`src/hw/rtl/header_body_message_parser_assert.svh`:
```
// Assertion macros shared by the parser RTL.
`ifndef HEADER_BODY_MESSAGE_PARSER_ASSERT_SVH
`define HEADER_BODY_MESSAGE_PARSER_ASSERT_SVH

// The condition holds at every clock edge outside reset.
`define HBMP_ASSERT_ALWAYS(name, clk, rst_n, cond, msg) \
    name: assert property (@(posedge clk) disable iff (!rst_n) (cond)) else $error(msg);

// The consequent holds at the clock edge after the antecedent.
`define HBMP_ASSERT_NEXT(name, clk, rst_n, pre, post, msg) \
    name: assert property (@(posedge clk) disable iff (!rst_n) (pre) |=> (post)) else $error(msg);

`endif

```
`src/hw/rtl/hbmp_pkg.sv`:
```
package hbmp_pkg;

    localparam int LINE_BITS_DEF = 16;
    localparam int OUT_DEPTH     = 4;

    typedef enum logic [3:0] {
        ST_START      = 4'd0,
        ST_TITLE      = 4'd1,
        ST_NAME       = 4'd2,
        ST_VALUE      = 4'd3,
        ST_LINE_START = 4'd4,
        ST_FOLD       = 4'd5,
        ST_BODY       = 4'd6,
        ST_DONE       = 4'd7,
        ST_HALT       = 4'd8
    } t_state;

    localparam logic [2:0] EV_HEADLINE_BYTE = 3'd0;
    localparam logic [2:0] EV_HEADLINE_END  = 3'd1;
    localparam logic [2:0] EV_NAME_BYTE     = 3'd2;
    localparam logic [2:0] EV_VALUE_BYTE    = 3'd3;
    localparam logic [2:0] EV_HEADER_END    = 3'd4;
    localparam logic [2:0] EV_BODY_BYTE     = 3'd5;
    localparam logic [2:0] EV_FINISHED      = 3'd6;
    localparam logic [2:0] EV_ERROR         = 3'd7;

    localparam logic [2:0] ERR_NONE          = 3'd0;
    localparam logic [2:0] ERR_HEADLINE      = 3'd1;
    localparam logic [2:0] ERR_UNEXPECTED    = 3'd2;
    localparam logic [2:0] ERR_SPACE_IN_NAME = 3'd3;
    localparam logic [2:0] ERR_NO_COLON      = 3'd4;
    localparam logic [2:0] ERR_HEADER_LINE   = 3'd5;
    localparam logic [2:0] ERR_AFTER_FINISH  = 3'd6;

    localparam logic [7:0] CH_CR    = 8'h0D;
    localparam logic [7:0] CH_LF    = 8'h0A;
    localparam logic [7:0] CH_TAB   = 8'h09;
    localparam logic [7:0] CH_SPACE = 8'h20;
    localparam logic [7:0] CH_COLON = 8'h3A;

    typedef struct packed {
        logic [2:0]  kind;
        logic [7:0]  data;
        logic [2:0]  code;
        logic [15:0] line;
        logic        last;
    } t_result;

    function automatic t_result mk_res(logic [2:0] kind, logic [7:0] data,
                                       logic [2:0] code, logic [15:0] line);
        t_result r;
        r.kind = kind;
        r.data = data;
        r.code = code;
        r.line = line;
        r.last = 1'b0;
        return r;
    endfunction

endpackage

```
`src/hw/rtl/header_body_message_parser.sv`:
```
// Latency: a result can be taken in the cycle after its transaction is accepted.
// Throughput: one input transaction per cycle while o_ready is high; the parse step is one
// state update. The four-entry result queue drains one result per cycle while i_ready is
// high; items can give two results, so input waits while fewer than two slots are free.
// Reset (synchronous, active low) empties the queue, returns to the start state,
// sets the line number to one and clears the heading-line enable.
module header_body_message_parser
    import hbmp_pkg::*;
#(
    parameter int LINE_BITS = LINE_BITS_DEF
) (
    input  logic        i_clk,
    input  logic        i_rst_n,
    input  logic        i_cfg_wr_en,
    input  logic        i_cfg_wr_data,
    input  logic        i_valid,
    output logic        o_ready,
    input  logic [7:0]  i_data_byte,
    input  logic        i_end_of_text,
    output logic        o_valid,
    input  logic        i_ready,
    output logic [2:0]  o_event_kind,
    output logic [7:0]  o_out_byte,
    output logic [2:0]  o_err_code,
    output logic [15:0] o_err_line,
    output logic        o_last_of_run
);

`include "header_body_message_parser_assert.svh"

    localparam int PTR_W = $clog2(OUT_DEPTH);
    localparam int CNT_W = $clog2(OUT_DEPTH + 1);
    localparam logic [CNT_W-1:0] READY_MAX = CNT_W'(OUT_DEPTH - 2);
    localparam logic [CNT_W-1:0] DEPTH_C   = CNT_W'(OUT_DEPTH);

    t_state                r_state,    n_state;
    logic                  r_name_ne,  n_name_ne;
    logic                  r_val_lead, n_val_lead;
    logic [LINE_BITS-1:0]  r_line,     n_line;
    logic [2:0]            r_saved,    n_saved;
    logic                  r_hl_en;

    t_result               r_queue [OUT_DEPTH];
    logic [PTR_W-1:0]      r_wr_ptr;
    logic [PTR_W-1:0]      r_rd_ptr;
    logic [CNT_W-1:0]      r_count;

    t_result               res [2];
    logic [1:0]            cnt;
    logic                  do_name;
    logic                  name_ne;
    logic                  ws;
    logic                  eot;
    logic [7:0]            c;
    logic [LINE_BITS+15:0] line_ext;
    logic [15:0]           err_line;
    logic                  in_acc;
    logic                  out_acc;
    logic [PTR_W-1:0]      wr_ptr_1;

    assign c        = i_data_byte;
    assign eot      = i_end_of_text;
    assign ws       = c inside {CH_SPACE, CH_TAB, CH_CR};
    assign line_ext = {16'b0, r_line};
    assign err_line = line_ext[15:0];
    assign in_acc   = i_valid && o_ready;
    assign out_acc  = o_valid && i_ready;
    assign wr_ptr_1 = r_wr_ptr + PTR_W'(1);

    always_comb begin
        n_state    = r_state;
        n_name_ne  = r_name_ne;
        n_val_lead = r_val_lead;
        n_saved    = r_saved;
        n_line     = r_line;
        res[0]     = '0;
        res[1]     = '0;
        cnt        = 2'd0;
        do_name    = 1'b0;
        name_ne    = r_name_ne;

        case (r_state)
            ST_START: begin
                if (eot) begin
                    n_state     = ST_DONE;
                    res[cnt[0]] = mk_res(EV_FINISHED, 8'd0, ERR_NONE, 16'd0);
                    cnt         = cnt + 2'd1;
                end else if (!ws && c != CH_LF) begin
                    if (r_hl_en) begin
                        n_state     = ST_TITLE;
                        res[cnt[0]] = mk_res(EV_HEADLINE_BYTE, c, ERR_NONE, 16'd0);
                        cnt         = cnt + 2'd1;
                    end else begin
                        do_name = 1'b1;
                        name_ne = 1'b0;
                    end
                end
            end
            ST_TITLE: begin
                if (eot) begin
                    n_state     = ST_HALT;
                    n_saved     = ERR_HEADLINE;
                    res[cnt[0]] = mk_res(EV_ERROR, 8'd0, ERR_HEADLINE, err_line);
                    cnt         = cnt + 2'd1;
                end else if (c == CH_LF) begin
                    n_state     = ST_NAME;
                    n_name_ne   = 1'b0;
                    res[cnt[0]] = mk_res(EV_HEADLINE_END, 8'd0, ERR_NONE, 16'd0);
                    cnt         = cnt + 2'd1;
                end else if (c != CH_CR) begin
                    res[cnt[0]] = mk_res(EV_HEADLINE_BYTE, c, ERR_NONE, 16'd0);
                    cnt         = cnt + 2'd1;
                end
            end
            ST_NAME: begin
                do_name = 1'b1;
            end
            ST_VALUE: begin
                if (eot) begin
                    n_state     = ST_HALT;
                    n_saved     = ERR_HEADER_LINE;
                    res[cnt[0]] = mk_res(EV_ERROR, 8'd0, ERR_HEADER_LINE, err_line);
                    cnt         = cnt + 2'd1;
                end else if (c == CH_LF) begin
                    n_state = ST_LINE_START;
                end else if (c != CH_CR) begin
                    if (!(r_val_lead && (c == CH_SPACE || c == CH_TAB))) begin
                        n_val_lead  = 1'b0;
                        res[cnt[0]] = mk_res(EV_VALUE_BYTE, c, ERR_NONE, 16'd0);
                        cnt         = cnt + 2'd1;
                    end
                end
            end
            ST_LINE_START: begin
                if (eot) begin
                    n_state     = ST_DONE;
                    res[0]      = mk_res(EV_HEADER_END, 8'd0, ERR_NONE, 16'd0);
                    res[1]      = mk_res(EV_FINISHED, 8'd0, ERR_NONE, 16'd0);
                    cnt         = 2'd2;
                end else if (ws) begin
                    n_state = ST_FOLD;
                end else begin
                    res[cnt[0]] = mk_res(EV_HEADER_END, 8'd0, ERR_NONE, 16'd0);
                    cnt         = cnt + 2'd1;
                    if (c == CH_LF) begin
                        n_state = ST_BODY;
                    end else begin
                        do_name = 1'b1;
                        name_ne = 1'b0;
                    end
                end
            end
            ST_FOLD: begin
                if (eot) begin
                    n_state = ST_DONE;
                    res[0]  = mk_res(EV_HEADER_END, 8'd0, ERR_NONE, 16'd0);
                    res[1]  = mk_res(EV_FINISHED, 8'd0, ERR_NONE, 16'd0);
                    cnt     = 2'd2;
                end else if (c == CH_LF) begin
                    n_state     = ST_BODY;
                    res[cnt[0]] = mk_res(EV_HEADER_END, 8'd0, ERR_NONE, 16'd0);
                    cnt         = cnt + 2'd1;
                end else if (!ws) begin
                    n_state    = ST_VALUE;
                    n_val_lead = 1'b0;
                    res[0]     = mk_res(EV_VALUE_BYTE, CH_LF, ERR_NONE, 16'd0);
                    res[1]     = mk_res(EV_VALUE_BYTE, c, ERR_NONE, 16'd0);
                    cnt        = 2'd2;
                end
            end
            ST_BODY: begin
                if (eot) begin
                    n_state     = ST_DONE;
                    res[cnt[0]] = mk_res(EV_FINISHED, 8'd0, ERR_NONE, 16'd0);
                    cnt         = cnt + 2'd1;
                end else begin
                    res[cnt[0]] = mk_res(EV_BODY_BYTE, c, ERR_NONE, 16'd0);
                    cnt         = cnt + 2'd1;
                end
            end
            ST_DONE: begin
                if (!eot) begin
                    n_state     = ST_HALT;
                    n_saved     = ERR_AFTER_FINISH;
                    res[cnt[0]] = mk_res(EV_ERROR, 8'd0, ERR_AFTER_FINISH, err_line);
                    cnt         = cnt + 2'd1;
                end
            end
            default: begin
            end
        endcase

        // Shared handling of one character of a header name.
        if (do_name) begin
            n_state   = ST_NAME;
            n_name_ne = name_ne;
            if (eot) begin
                if (name_ne) begin
                    n_state     = ST_HALT;
                    n_saved     = ERR_UNEXPECTED;
                    res[cnt[0]] = mk_res(EV_ERROR, 8'd0, ERR_UNEXPECTED, err_line);
                    cnt         = cnt + 2'd1;
                end else begin
                    n_state     = ST_DONE;
                    res[cnt[0]] = mk_res(EV_FINISHED, 8'd0, ERR_NONE, 16'd0);
                    cnt         = cnt + 2'd1;
                end
            end else if (ws) begin
                n_state     = ST_HALT;
                n_saved     = ERR_SPACE_IN_NAME;
                res[cnt[0]] = mk_res(EV_ERROR, 8'd0, ERR_SPACE_IN_NAME, err_line);
                cnt         = cnt + 2'd1;
            end else if (c == CH_LF) begin
                if (name_ne) begin
                    n_state     = ST_HALT;
                    n_saved     = ERR_NO_COLON;
                    res[cnt[0]] = mk_res(EV_ERROR, 8'd0, ERR_NO_COLON, err_line);
                    cnt         = cnt + 2'd1;
                end else begin
                    n_state = ST_BODY;
                end
            end else if (c == CH_COLON) begin
                n_name_ne  = 1'b0;
                n_val_lead = 1'b1;
                n_state    = ST_VALUE;
            end else begin
                n_name_ne   = 1'b1;
                res[cnt[0]] = mk_res(EV_NAME_BYTE, c, ERR_NONE, 16'd0);
                cnt         = cnt + 2'd1;
            end
        end

        if (cnt == 2'd1) begin
            res[0].last = 1'b1;
        end else if (cnt == 2'd2) begin
            res[1].last = 1'b1;
        end

        if (!eot && c == CH_LF && r_line != '1) begin
            n_line = r_line + LINE_BITS'(1);
        end
    end

    always_ff @(posedge i_clk) begin
        if (!i_rst_n) begin
            r_state    <= ST_START;
            r_name_ne  <= 1'b0;
            r_val_lead <= 1'b0;
            r_line     <= LINE_BITS'(1);
            r_saved    <= ERR_NONE;
        end else if (in_acc) begin
            r_state    <= n_state;
            r_name_ne  <= n_name_ne;
            r_val_lead <= n_val_lead;
            r_line     <= n_line;
            r_saved    <= n_saved;
        end
    end

    always_ff @(posedge i_clk) begin
        if (!i_rst_n) begin
            r_hl_en <= 1'b0;
        end else if (i_cfg_wr_en) begin
            r_hl_en <= i_cfg_wr_data;
        end
    end

    always_ff @(posedge i_clk) begin
        if (in_acc && cnt != 2'd0) begin
            r_queue[r_wr_ptr] <= res[0];
        end
        if (in_acc && cnt == 2'd2) begin
            r_queue[wr_ptr_1] <= res[1];
        end
    end

    always_ff @(posedge i_clk) begin
        if (!i_rst_n) begin
            r_wr_ptr <= '0;
            r_rd_ptr <= '0;
            r_count  <= '0;
        end else begin
            if (in_acc) begin
                r_wr_ptr <= r_wr_ptr + PTR_W'(cnt);
            end
            if (out_acc) begin
                r_rd_ptr <= r_rd_ptr + PTR_W'(1);
            end
            r_count <= r_count + (in_acc ? CNT_W'(cnt) : CNT_W'(0))
                       - (out_acc ? CNT_W'(1) : CNT_W'(0));
        end
    end

    assign o_ready       = (r_count <= READY_MAX);
    assign o_valid       = (r_count != '0);
    assign o_event_kind  = r_queue[r_rd_ptr].kind;
    assign o_out_byte    = r_queue[r_rd_ptr].data;
    assign o_err_code    = r_queue[r_rd_ptr].code;
    assign o_err_line    = r_queue[r_rd_ptr].line;
    assign o_last_of_run = r_queue[r_rd_ptr].last;

    `HBMP_ASSERT_ALWAYS(a_queue_bound, i_clk, i_rst_n,
        r_count <= DEPTH_C, "Result queue overflow.")
    `HBMP_ASSERT_ALWAYS(a_error_saved, i_clk, i_rst_n,
        r_state != ST_HALT || r_saved != ERR_NONE, "Halt state without a saved code.")
    `HBMP_ASSERT_NEXT(a_line_monotonic, i_clk, i_rst_n,
        1'b1, r_line >= $past(r_line), "Line number went backward.")

endmodule
```
`config.mk`:
```
export PLATFORM = sky130hd
export DESIGN_NAME = header_body_message_parser
export DESIGN_NICKNAME = d
export VERILOG_FILES = /design/src/hw/rtl/hbmp_pkg.sv /design/src/hw/rtl/header_body_message_parser.sv
export VERILOG_INCLUDE_DIRS = /design/src /design/src/hw/rtl
export SDC_FILE = /design/constraint.sdc
export NUM_CORES = 1
export LEC_CHECK = 0
export ABC_CLOCK_PERIOD_IN_PS = 5850
export BUFFER_PORTS_ARGS = -buffer_cell sky130_fd_sc_hd__buf_2
export CAP_MARGIN = 30
export CORE_ASPECT_RATIO = 0.5
export CORE_UTILIZATION = 55
export DETAILED_ROUTE_END_ITERATION = 16
export GPL_TIMING_DRIVEN = 0
export PLACE_DENSITY = 0.77
export SKIP_CTS_REPAIR_TIMING = 1
export SLEW_MARGIN = 25
export SYNTH_ARGS = -nofsm -noshare
export SYNTH_HDL_FRONTEND = slang
export SYNTH_SLANG_ARGS = --single-unit
export TNS_END_PERCENT = 10
```
`constraint.sdc`:
```
create_clock -name i_clk -period 5.85 [get_ports i_clk]
set_input_delay 0.2925 -clock i_clk [delete_from_list [all_inputs] [get_ports i_clk]]
set_output_delay 0.2925 -clock i_clk [all_outputs]
set_load 0.01 [all_outputs]
```
# Yosys cells after proc, flatten, opt, wreduce, memory -nomap -nowiden
# Memory sizes are Yosys's and may differ from the RTL's. A register that Yosys moved wholly into a read port is not among the register bits.
# Index checks and enable logic that the tools add are counted.
# Widths: inputs -> output; s select.
op_classes:
  order_cmp: 3
  bitwise: 4
  n_reduce_logical: 22
  n_eq_ne: 26
  mux: 126
  addsub: 7
op_table:
  columns: ["cell", "n"]
  rows:
  - ["$mux 62", 8]
  - ["$mux 31", 10]
  - ["$bwmux 62", 4]
  - ["$pmux 31 s7", 1]
  - ["$mux 30", 4]
  - ["$mux 28", 3]
  - ["$mux 4", 21]
  - ["$pmux 31 s2", 1]
  - ["$mux 61", 1]
  - ["$and 58x58->58", 1]
  - ["$not 58->58", 1]
  - ["$mux 1", 53]
  - ["$demux 31 s1", 1]
  - ["$mux 29", 1]
  - ["$pmux 4 s7", 1]
  - ["$mux 2", 13]
  - ["$eq 8x4->1 const B", 3]
  - ["$add 16x1->16 const B", 1]
  - ["$eq 4x3->1 const B", 4]
  - ["$eq 8x6->1 const B", 2]
  - ["$ne 16x16->1 const B", 1]
  - ["$ne 4x4->1 const B", 4]
  - ["$ne 8x4->1 const B", 2]
  - ["$pmux 2 s7", 1]
  - ["other kinds (28)", 46]
totals:
  ramBits: 124
  n_memories: 1
  register_bits: 30
  elab_cells: 197
  output_inout_bits: 33
memory_table:
  columns: ["memory", "depth", "width", "rd", "rd_ports_with_merged_regs", "wr", "line_no", "text"]
  rows:
  - ["r_queue", 4, 31, 1, 1, 2, "header_body_message_parser.sv:43", "t_result r_queue [OUT_DEPTH];"]

# Depth between registers and ports, before layout
# Gate-level depths: netlist of run 1.
logic_depth:
  word_depth: 21
  mapped_depth: 19

# Worst setup path before layout of run 1
# Ideal clock, no wire load.
synth_timing:
  path_kind: "in2reg"
  from: "in i_data_byte[2]"
  to: "mem r_queue[0][0] (netlist bit) (enable)"
  path_slack_ns: 0.373
  path_stages: 11
  setup_ns: 0.458
  arrival_ns: 5.019
  path_cell_list: "buf_2 > or4_1 > nor2_2 > a2111oi_1 > o31ai_1 > nand2_1 > ha_1 > o311ai_0 > a31o_4 > and2_4 > nor3_1"
synth_lines:
  columns: ["element", "line_no", "text"]
  rows:
  - ["from (decl)", "header_body_message_parser.sv:18", "input logic [7:0] i_data_byte,"]
  - ["to (decl)", "header_body_message_parser.sv:43", null]

# Worst setup path after layout of run 1
layout_timing:
  from: "reg r_state[3]"
  to: "reg r_count[2]"
layout_via:
  elab_chain_cells: 11
  elab_cells_between_ends: 21
  classes_between: "add/sub (3); eq/ne (7); mux (10); reduce/logical (1)"
layout_rtl:
  columns: ["element", "line_no", "text"]
  rows:
  - ["from (decl)", "header_body_message_parser.sv:36", "t_state r_state, n_state;"]
  - ["from (signal assigned)", "header_body_message_parser.sv:252", "r_state <= n_state;"]
  - ["$eq 4x3->1 (tied with other cells)", "header_body_message_parser.sv:82", "case (r_state)"]
  - ["$pmux 2 s7", "header_body_message_parser.sv:82", null]
  - ["$add 2x1->2", null, null]
  - ["$mux 2, on equally long branches", "header_body_message_parser.sv:222, header_body_message_parser.sv:214", null]
  - ["$mux 2", "header_body_message_parser.sv:213", "end else if (c == CH_LF) begin"]
  - ["$mux 2", "header_body_message_parser.sv:208", "end else if (ws) begin"]
  - ["$mux 2", "header_body_message_parser.sv:197", "if (eot) begin"]
  - ["$mux 2 *", "header_body_message_parser.sv:194", "if (do_name) begin"]
  - ["$mux 2 *", "header_body_message_parser.sv:289", "r_count <= r_count + (in_acc ? CNT_W'(cnt) : CNT_W'(0))"]
  - ["$add 3x2->3 *", "header_body_message_parser.sv:289", null]
  - ["$sub 3x1->3 *", "header_body_message_parser.sv:290", "- (out_acc ? CNT_W'(1) : CNT_W'(0));"]
  - ["to (signal assigned)", "header_body_message_parser.sv:289", null]
  - ["to (decl)", "header_body_message_parser.sv:46", "logic [CNT_W-1:0] r_count;"]
# Every way passes the cells marked *; elsewhere a longest branch is shown, timed or not.
# A chain may end at the register's enable or synchronous reset.

==> flow_metrics.env, run 1 <==
export IMPL_synth_edf_count=124
export IMPL_ys_ff_latch=156
export IMPL_cp_end_kind="register"
export IMPL_ir_drop_uv=218
export IMPL_grt_pass1_vias=5647
export IMPL_synth_compound_area_share_pct=11.2
export IMPL_dpl_cell_count=934
export IMPL_syn_nets=709
export IMPL_antenna_found_initial=0
export IMPL_die_area_mm2=0.0153
export IMPL_finalSetupViolations=0
export IMPL_synthSimpleGateAreaFrac_pct=18.7
export IMPL_rsz0062_at_grt="no"
export IMPL_rows=30
export IMPL_numPortBuffers=44
export IMPL_drive_gt1_share_pct=19.8
export IMPL_maxCapViolCount=0
export IMPL_drt_iter0_markers=676
export IMPL_vias=5965
export IMPL_tns_ps=0
export IMPL_post_drt_via_cell_ratio=6.16
export IMPL_synth_fa_ha_area_share_pct=1.17
export IMPL_nNetsFinal=785
export IMPL_ys_types=73
export IMPL_max_freq_ghz=0.208
export IMPL_grt_usage_pct=27.4
export IMPL_syn_avg_cell_area_um2=11.8
export IMPL_instances_no_fill=968
export IMPL_wl_um=20000
export IMPL_die_x_um=174
export IMPL_routedWlPerCell_um=20.7
export IMPL_slew_headroom_pct=36.3
export IMPL_overflow=0
export IMPL_finClkSkew_ps=17.1
export IMPL_io_pins=48
export IMPL_cts_made_buffers=17
export IMPL_cp_max_fo=10
export IMPL_status="complete, no violations"
export IMPL_finalCritPeriodShare_pct=82.2
export IMPL_cts_tree="done"
export IMPL_required_ps=6130
export IMPL_drv_slew=0
export IMPL_drc=0
export IMPL_critPathMaxStageDelay_ps=890
export IMPL_htreeDepth=4
export IMPL_first_pass_iters=6
export IMPL_synth_top_family_by_area="simple AND/OR/NAND/NOR gates"
export IMPL_netlist_instances=687
export IMPL_synthMuxAreaShare_pct=9.95
export IMPL_synth_area_mm2=0.00813
export IMPL_cp_slowest_cell="a2111oi_1"
export IMPL_syn_to_final_growth_pct=15.8
export IMPL_critPathArrivalTime_ps=5090
export IMPL_async_flop_share_pct=0
export IMPL_num_antenna_cells=0
export IMPL_grt_max_degree=17
export IMPL_ant_nets=0
export IMPL_cts_root_buf="clkbuf_16"
export IMPL_insertion_delay_ps=430
export IMPL_globalplace_congestion=0.944
export IMPL_initial_core_util_pct=58.2
export IMPL_grt_pass1_wl_um=31400
export IMPL_yosys_warnings=0
export IMPL_cts_root_to_sink_buffers=2
export IMPL_fin_crit_ps=4810
export IMPL_clk_pin_slew_ps=80
export IMPL_synth_xor_area_share_pct=2.37
export IMPL_dieHeight_um=88.0
export IMPL_powerDensity_mw_per_mm2=459
export IMPL_synthFlopType="edfxtp_1"
export IMPL_p_leak_uw=0.00326
export IMPL_ys_seq_area_share_pct=53.7
export IMPL_crit_path_start_kind="register"
export IMPL_place_hpwl_um=13900
export IMPL_crit_type="reg -> reg"
export IMPL_path_cells="clkbuf_1, nor2b_1, nand2_1, a2111oi_1, o31ai_1, nand2_1, ha_1, o311ai_0, a31o_4, inv_1, nand2_1, ha_1, inv_1, ha_1, fa_1, xor2_1, xnor2_1, nor2_1"
export IMPL_core_area_mm2=0.0140
export IMPL_hold_viol_final=0
export IMPL_cts_sinks=156
export IMPL_hp_class="in -> reg"
export IMPL_tightest_slew_ps=953
-- flip-flops by register name (all words and copies together) (netlist names), named ones only --
register,count
r_rd_ptr,2
r_queue,124
r_count,3
r_val_lead,1
r_state,4
err_line,16
r_name_ne,1
r_hl_en,1
r_wr_ptr,2
-- cells in the mapped netlist, drive strengths merged (3+ instances only) --
library cell	number	area, um2
o21ai	26	130
o21a	9	67.6
nand4	7	43.8
xor2	10	87.6
buf	17	91.3
a2111oi	3	46.3
o22ai	4	25.0
nor2b	11	68.8
mux4	31	698
a211o	3	26.3
a21oi	27	143
and3	5	31.3
mux2i	11	110
and2	77	484
nor2	52	198
clkbuf	27	101
xnor2	12	105
edfxtp	124	3720
a31oi	3	33.8
nor3	12	65.1
or2	3	18.8
a32oi	3	26.3
or4	4	37.5
o2bb2ai	8	70.1
nand2	51	191
nor4	7	56.3
inv	12	45.0
nand2b	10	62.6
o31ai	10	88.8
a21o	3	22.5
o211ai	6	50.1
ha	6	75.1
nand3	19	95.1
or3	9	56.3
a22oi	4	30.0
dfxtp	32	641
-- path summary, 6_finish.rpt --
kind / endpoint / start / slack, ps / cells past startpoint
setup / recovery: r_count[2] / r_state[3] / 1040 / 18
hold / removal: r_hl_en / i_cfg_wr_data / 110 / 3
setup reg to reg: r_count[2] / r_state[3] / 1040 / 18
hold reg to reg: register / r_rd_ptr[1] / 530 / 2
-- through the flow --
| stage | power [uW] | utilization [%] | hold slack, ps | cell area (um2) | setup slack, ps |
|---|---|---|---|---|---|
| 3_5_place_dp | 3160 | 62.8 | 511 | 8770 | 904 |
| 6_report | 4320 | 67.4 | 112 | 9410 | 1040 |
| 4_1_cts | 4310 | 67.2 | 108 | 9390 | 1160 |
| 2_1_floorplan | 2620 | - | 354 | 8130 | 373 |
| 5_1_grt | 4520 | 67.4 | 126 | 9410 | 927 |
| 3_3_place_gp | 3080 | 61.5 | 502 | 8590 | -2020 |
-- critical path: cells and delay by family, from the launching register on --
| kind | cells | cell delay [ps] |
|---|---|---|
| AOI/OAI and AO/OA | 4 | 1970 |
| DFF | 1 | 300 |
| xor gates and xnor gates | 2 | 330 |
| and+or+nand+nor | 5 | 810 |
| adders and majority gates | 4 | 920 |
| buffers and inverters | 3 | 330 |
-- layout by cell type, fill, tap and decap left out, types with 4 or more instances in the layout --
master	n
edfxtp_1	124
and2_1	76
buf_2	54
nand2_1	51
nor2_1	51
dfxtp_1	32
mux4_2	31
clkbuf_1	27
a21oi_1	25
o21ai_0	20
nand3_1	19
clkbuf_16	17
inv_1	12
xnor2_1	12
nor2b_1	11
mux2i_1	11
nand2b_1	10
nor3_1	10
xor2_1	10
or3_1	9
o31ai_1	9
o21a_1	9
o2bb2ai_1	8
nand4_1	7
buf_6	6
ha_1	6
o21ai_1	5
o211ai_1	5
nor4_1	5
and3_1	5
buf_4	5
buf_1	4
a22oi_1	4
inv_6	4
-- kinds of logic after synthesis --
family / after synthesis
compound gates: 124
mux: 42
flops: 156
simple gates: 280
buf+inv: 56
xor+xnor: 22
fa+ha+maj: 7
-- layout make-up --
| class | count | area [um2] |
|---|---|---|
| fillers | 1036 | 4550 |
| flip-flops and latches | 156 | 4360 |
| multi-input cells | 475 | 3560 |
| clock buffers | 18 | 439 |
| repair buffers | 57 | 388 |
| well taps | 192 | 240 |
| plain buffers | 44 | 194 |
| clock inverters | 14 | 179 |
| inverters | 12 | 45.0 |
-- where the power goes --
part           internal, uW  switching, uW  total [uW]
combinational           649            970        1620
clock                   659            498        1160
sequential             1490           63.7        1550
-- metal layers --
metal | wire (um) | track usage, % | vias to the layer above | share of wire [%]
met2 | 9410 | 45.4 | 273 | 47
li1 | - | - | 2738 | -
met4 | 233 | 6.62 | 0 | 1.2
met3 | 1510 | 5.03 | 30 | 7.6
met1 | 8860 | 38.1 | 2924 | 44
met5 | 0 | 0 | - | 0
Power figures use the tool's default switching activity.
==> inputs of run 2 (changes only) <==
ABC_CLOCK_PERIOD_IN_PS = 3870   (was 5850)
clock period = 3.87 ns   (was 5.85 ns; I/O delays follow)
==> run 2 against run 1 <==
Utilization increased by 0.83 points. Clock power increased by 46%. Register-to-register slack got worse by 920 ps. Die area unchanged. Via count increased by 1.3%. Hold slack got worse by 90 ps. Cell count increased by 0.52%. Critical path type unchanged.
==> flow_metrics.env, run 2 (synthesis gave the netlist of run 1 again) <==
export IMPL_fin_crit_ps=3750
export IMPL_powerDensity_mw_per_mm2=689
export IMPL_crit_path_start_kind="register"
export IMPL_core_area_mm2=0.0140
export IMPL_layout_commonest_cell="edfxtp_1"
export IMPL_grt_usage_pct=27.4
export IMPL_cp_max_fo=9
export IMPL_met3_wirelength_um=1790
export IMPL_wl_um=20100
export IMPL_initial_core_util_pct=58.2
export IMPL_dieHeight_um=88.0
export IMPL_tns_ps=0
export IMPL_maxCapViolCount=0
export IMPL_vias=6041
export IMPL_grt_pass1_wl_um=31400
export IMPL_timing_final_ws_setup_ps=116
export IMPL_syn_to_final_growth_pct=17.3
export IMPL_seq_power_share_pct=36.2
export IMPL_cts_tree="done"
export IMPL_status="complete, no violations"
export IMPL_die_area_mm2=0.0153
export IMPL_first_pass_iters=9
export IMPL_largest_reg_flops=124
export IMPL_ant_nets=0
export IMPL_dpl_cell_count=932
export IMPL_hp_class="in -> reg"
export IMPL_drv_slew=0
export IMPL_rr_worst_depth=15
export IMPL_tightest_slew_ps=868
export IMPL_mostFrequentLayoutCells="edfxtp_1 (124), and2_1 (76), buf_2 (53)"
export IMPL_cp_end_kind="register"
export IMPL_r2r_end="r_count[2]"
export IMPL_r2r_start="r_state[1]"
export IMPL_holdWs_ps=21.4
export IMPL_p_int_uw=4160
export IMPL_power_frac_clock_pct=25.7
export IMPL_crit_type="reg -> reg"
export IMPL_met2_length_um=9320
export IMPL_top_register="r_queue"
export IMPL_ir_drop_uv=339
export IMPL_swShare_pct=36.7
export IMPL_cts_made_buffers=17
export IMPL_finClkSkew_ps=13.1
export IMPL_finalCritPeriodShare_pct=97.0
export IMPL_num_antenna_cells=0
export IMPL_pwr_share_comb_pct=38.2
export IMPL_insertion_delay_ps=430
export IMPL_place_hpwl_um=13900
export IMPL_cts_root_to_sink_buffers=2
export IMPL_cts_sinks=156
export IMPL_antenna_found_initial=0
export IMPL_crit_start="r_state[1]"
export IMPL_hold_viol_final=0
export IMPL_post_place_ws_ps=-973
export IMPL_m1WireLength_um=8750
export IMPL_drc=0
export IMPL_drt_iter0_markers=671
export IMPL_p_switching_uw=2410
export IMPL_required_ps=4160
export IMPL_globalplace_congestion=0.930
export IMPL_routedWlPerCell_um=20.7
export IMPL_grt_max_degree=19
export IMPL_worstSetupEndpoint="r_count[2]"
export IMPL_slew_headroom_pct=41.3
export IMPL_ff2ff_setup_slack_ps=120
export IMPL_instances_no_fill=973
export IMPL_io_pins=48
export IMPL_overflow=0
export IMPL_max_freq_ghz=0.266
export IMPL_htreeDepth=4
export IMPL_nNetsFinal=790
export IMPL_top_layer="met4"
export IMPL_grt_pass1_vias=5829
export IMPL_rows=30
export IMPL_post_drt_via_cell_ratio=6.21
export IMPL_drive_gt1_share_pct=22.4
export IMPL_cts_root_buf="clkbuf_16"
export IMPL_critPathArrivalTime_ps=4040
export IMPL_numPortBuffers=44
export IMPL_die_x_um=174
export IMPL_clk_pin_slew_ps=80
export IMPL_p_leak_uw=0.00328
export IMPL_finalSetupViolations=0
==> run 2: layout make-up <==
type,instances,area (um2)
fill,1018,4430
sequential,156,4370
multi-input combinational,475,3650
timing repair buffer,65,447
clock buffer,17,425
tap,192,240
clock inverter,15,176
buffer,41,174
inverter,12,45.0
==> run 2: routing by layer <==
metal / vias to the layer above / track usage, %
met5: - / 0
met4: 0 / 8.05
met3: 34 / 6.42
met2: 298 / 44.1
met1: 2961 / 37.5
li1: 2748 / -
==> run 2: worst min-delay path by stage <==
stage	slack, ps	from	depth (start not counted)	endpoint
after CTS	10	i_cfg_wr_data	3	r_hl_en
after floorplan	260	i_rst_n	1	err_line[0]
after global placement	440	i_cfg_wr_data	3	r_hl_en
after detailed placement	460	i_cfg_wr_data	3	r_hl_en
final	20	i_cfg_wr_data	3	r_hl_en
after global routing	40	i_cfg_wr_data	3	r_hl_en
==> run 2: metrics by stage <==
| stage | total power (uW) | area (um2) | utilization, % |
|---|---|---|---|
| 4_1_cts | 6470 | 9360 | 67.1 |
| 3_3_place_gp | 4660 | 8620 | 61.7 |
| 6_report | 6560 | 9530 | 68.2 |
| 2_1_floorplan | 3980 | 8160 | - |
| 5_1_grt | 6860 | 9530 | 68.2 |
| 3_5_place_dp | 4810 | 8760 | 62.8 |
==> run 2: power by group through the flow <==
stage,clock network [uW],logic [uW],registers [uW]
after floorplan,0,1630,2350
after global placement,0,2280,2380
after global routing,1760,2700,2400
after CTS,1700,2430,2340
after detailed placement,0,2430,2380
final,1690,2500,2370
==> run 2: worst max-delay path, cell delays in order (launching register included) <==
cell and delay (ps):
dfxtp_2 380, or2_1 250, or4_4 460, o31a_1 380
ha_1 330, o311ai_2 90, a31o_4 300, inv_2 60
nand2_1 60, ha_1 310, inv_1 40, ha_2 170
fa_2 360, xor2_1 170, xnor2_1 180, nor2_1 60
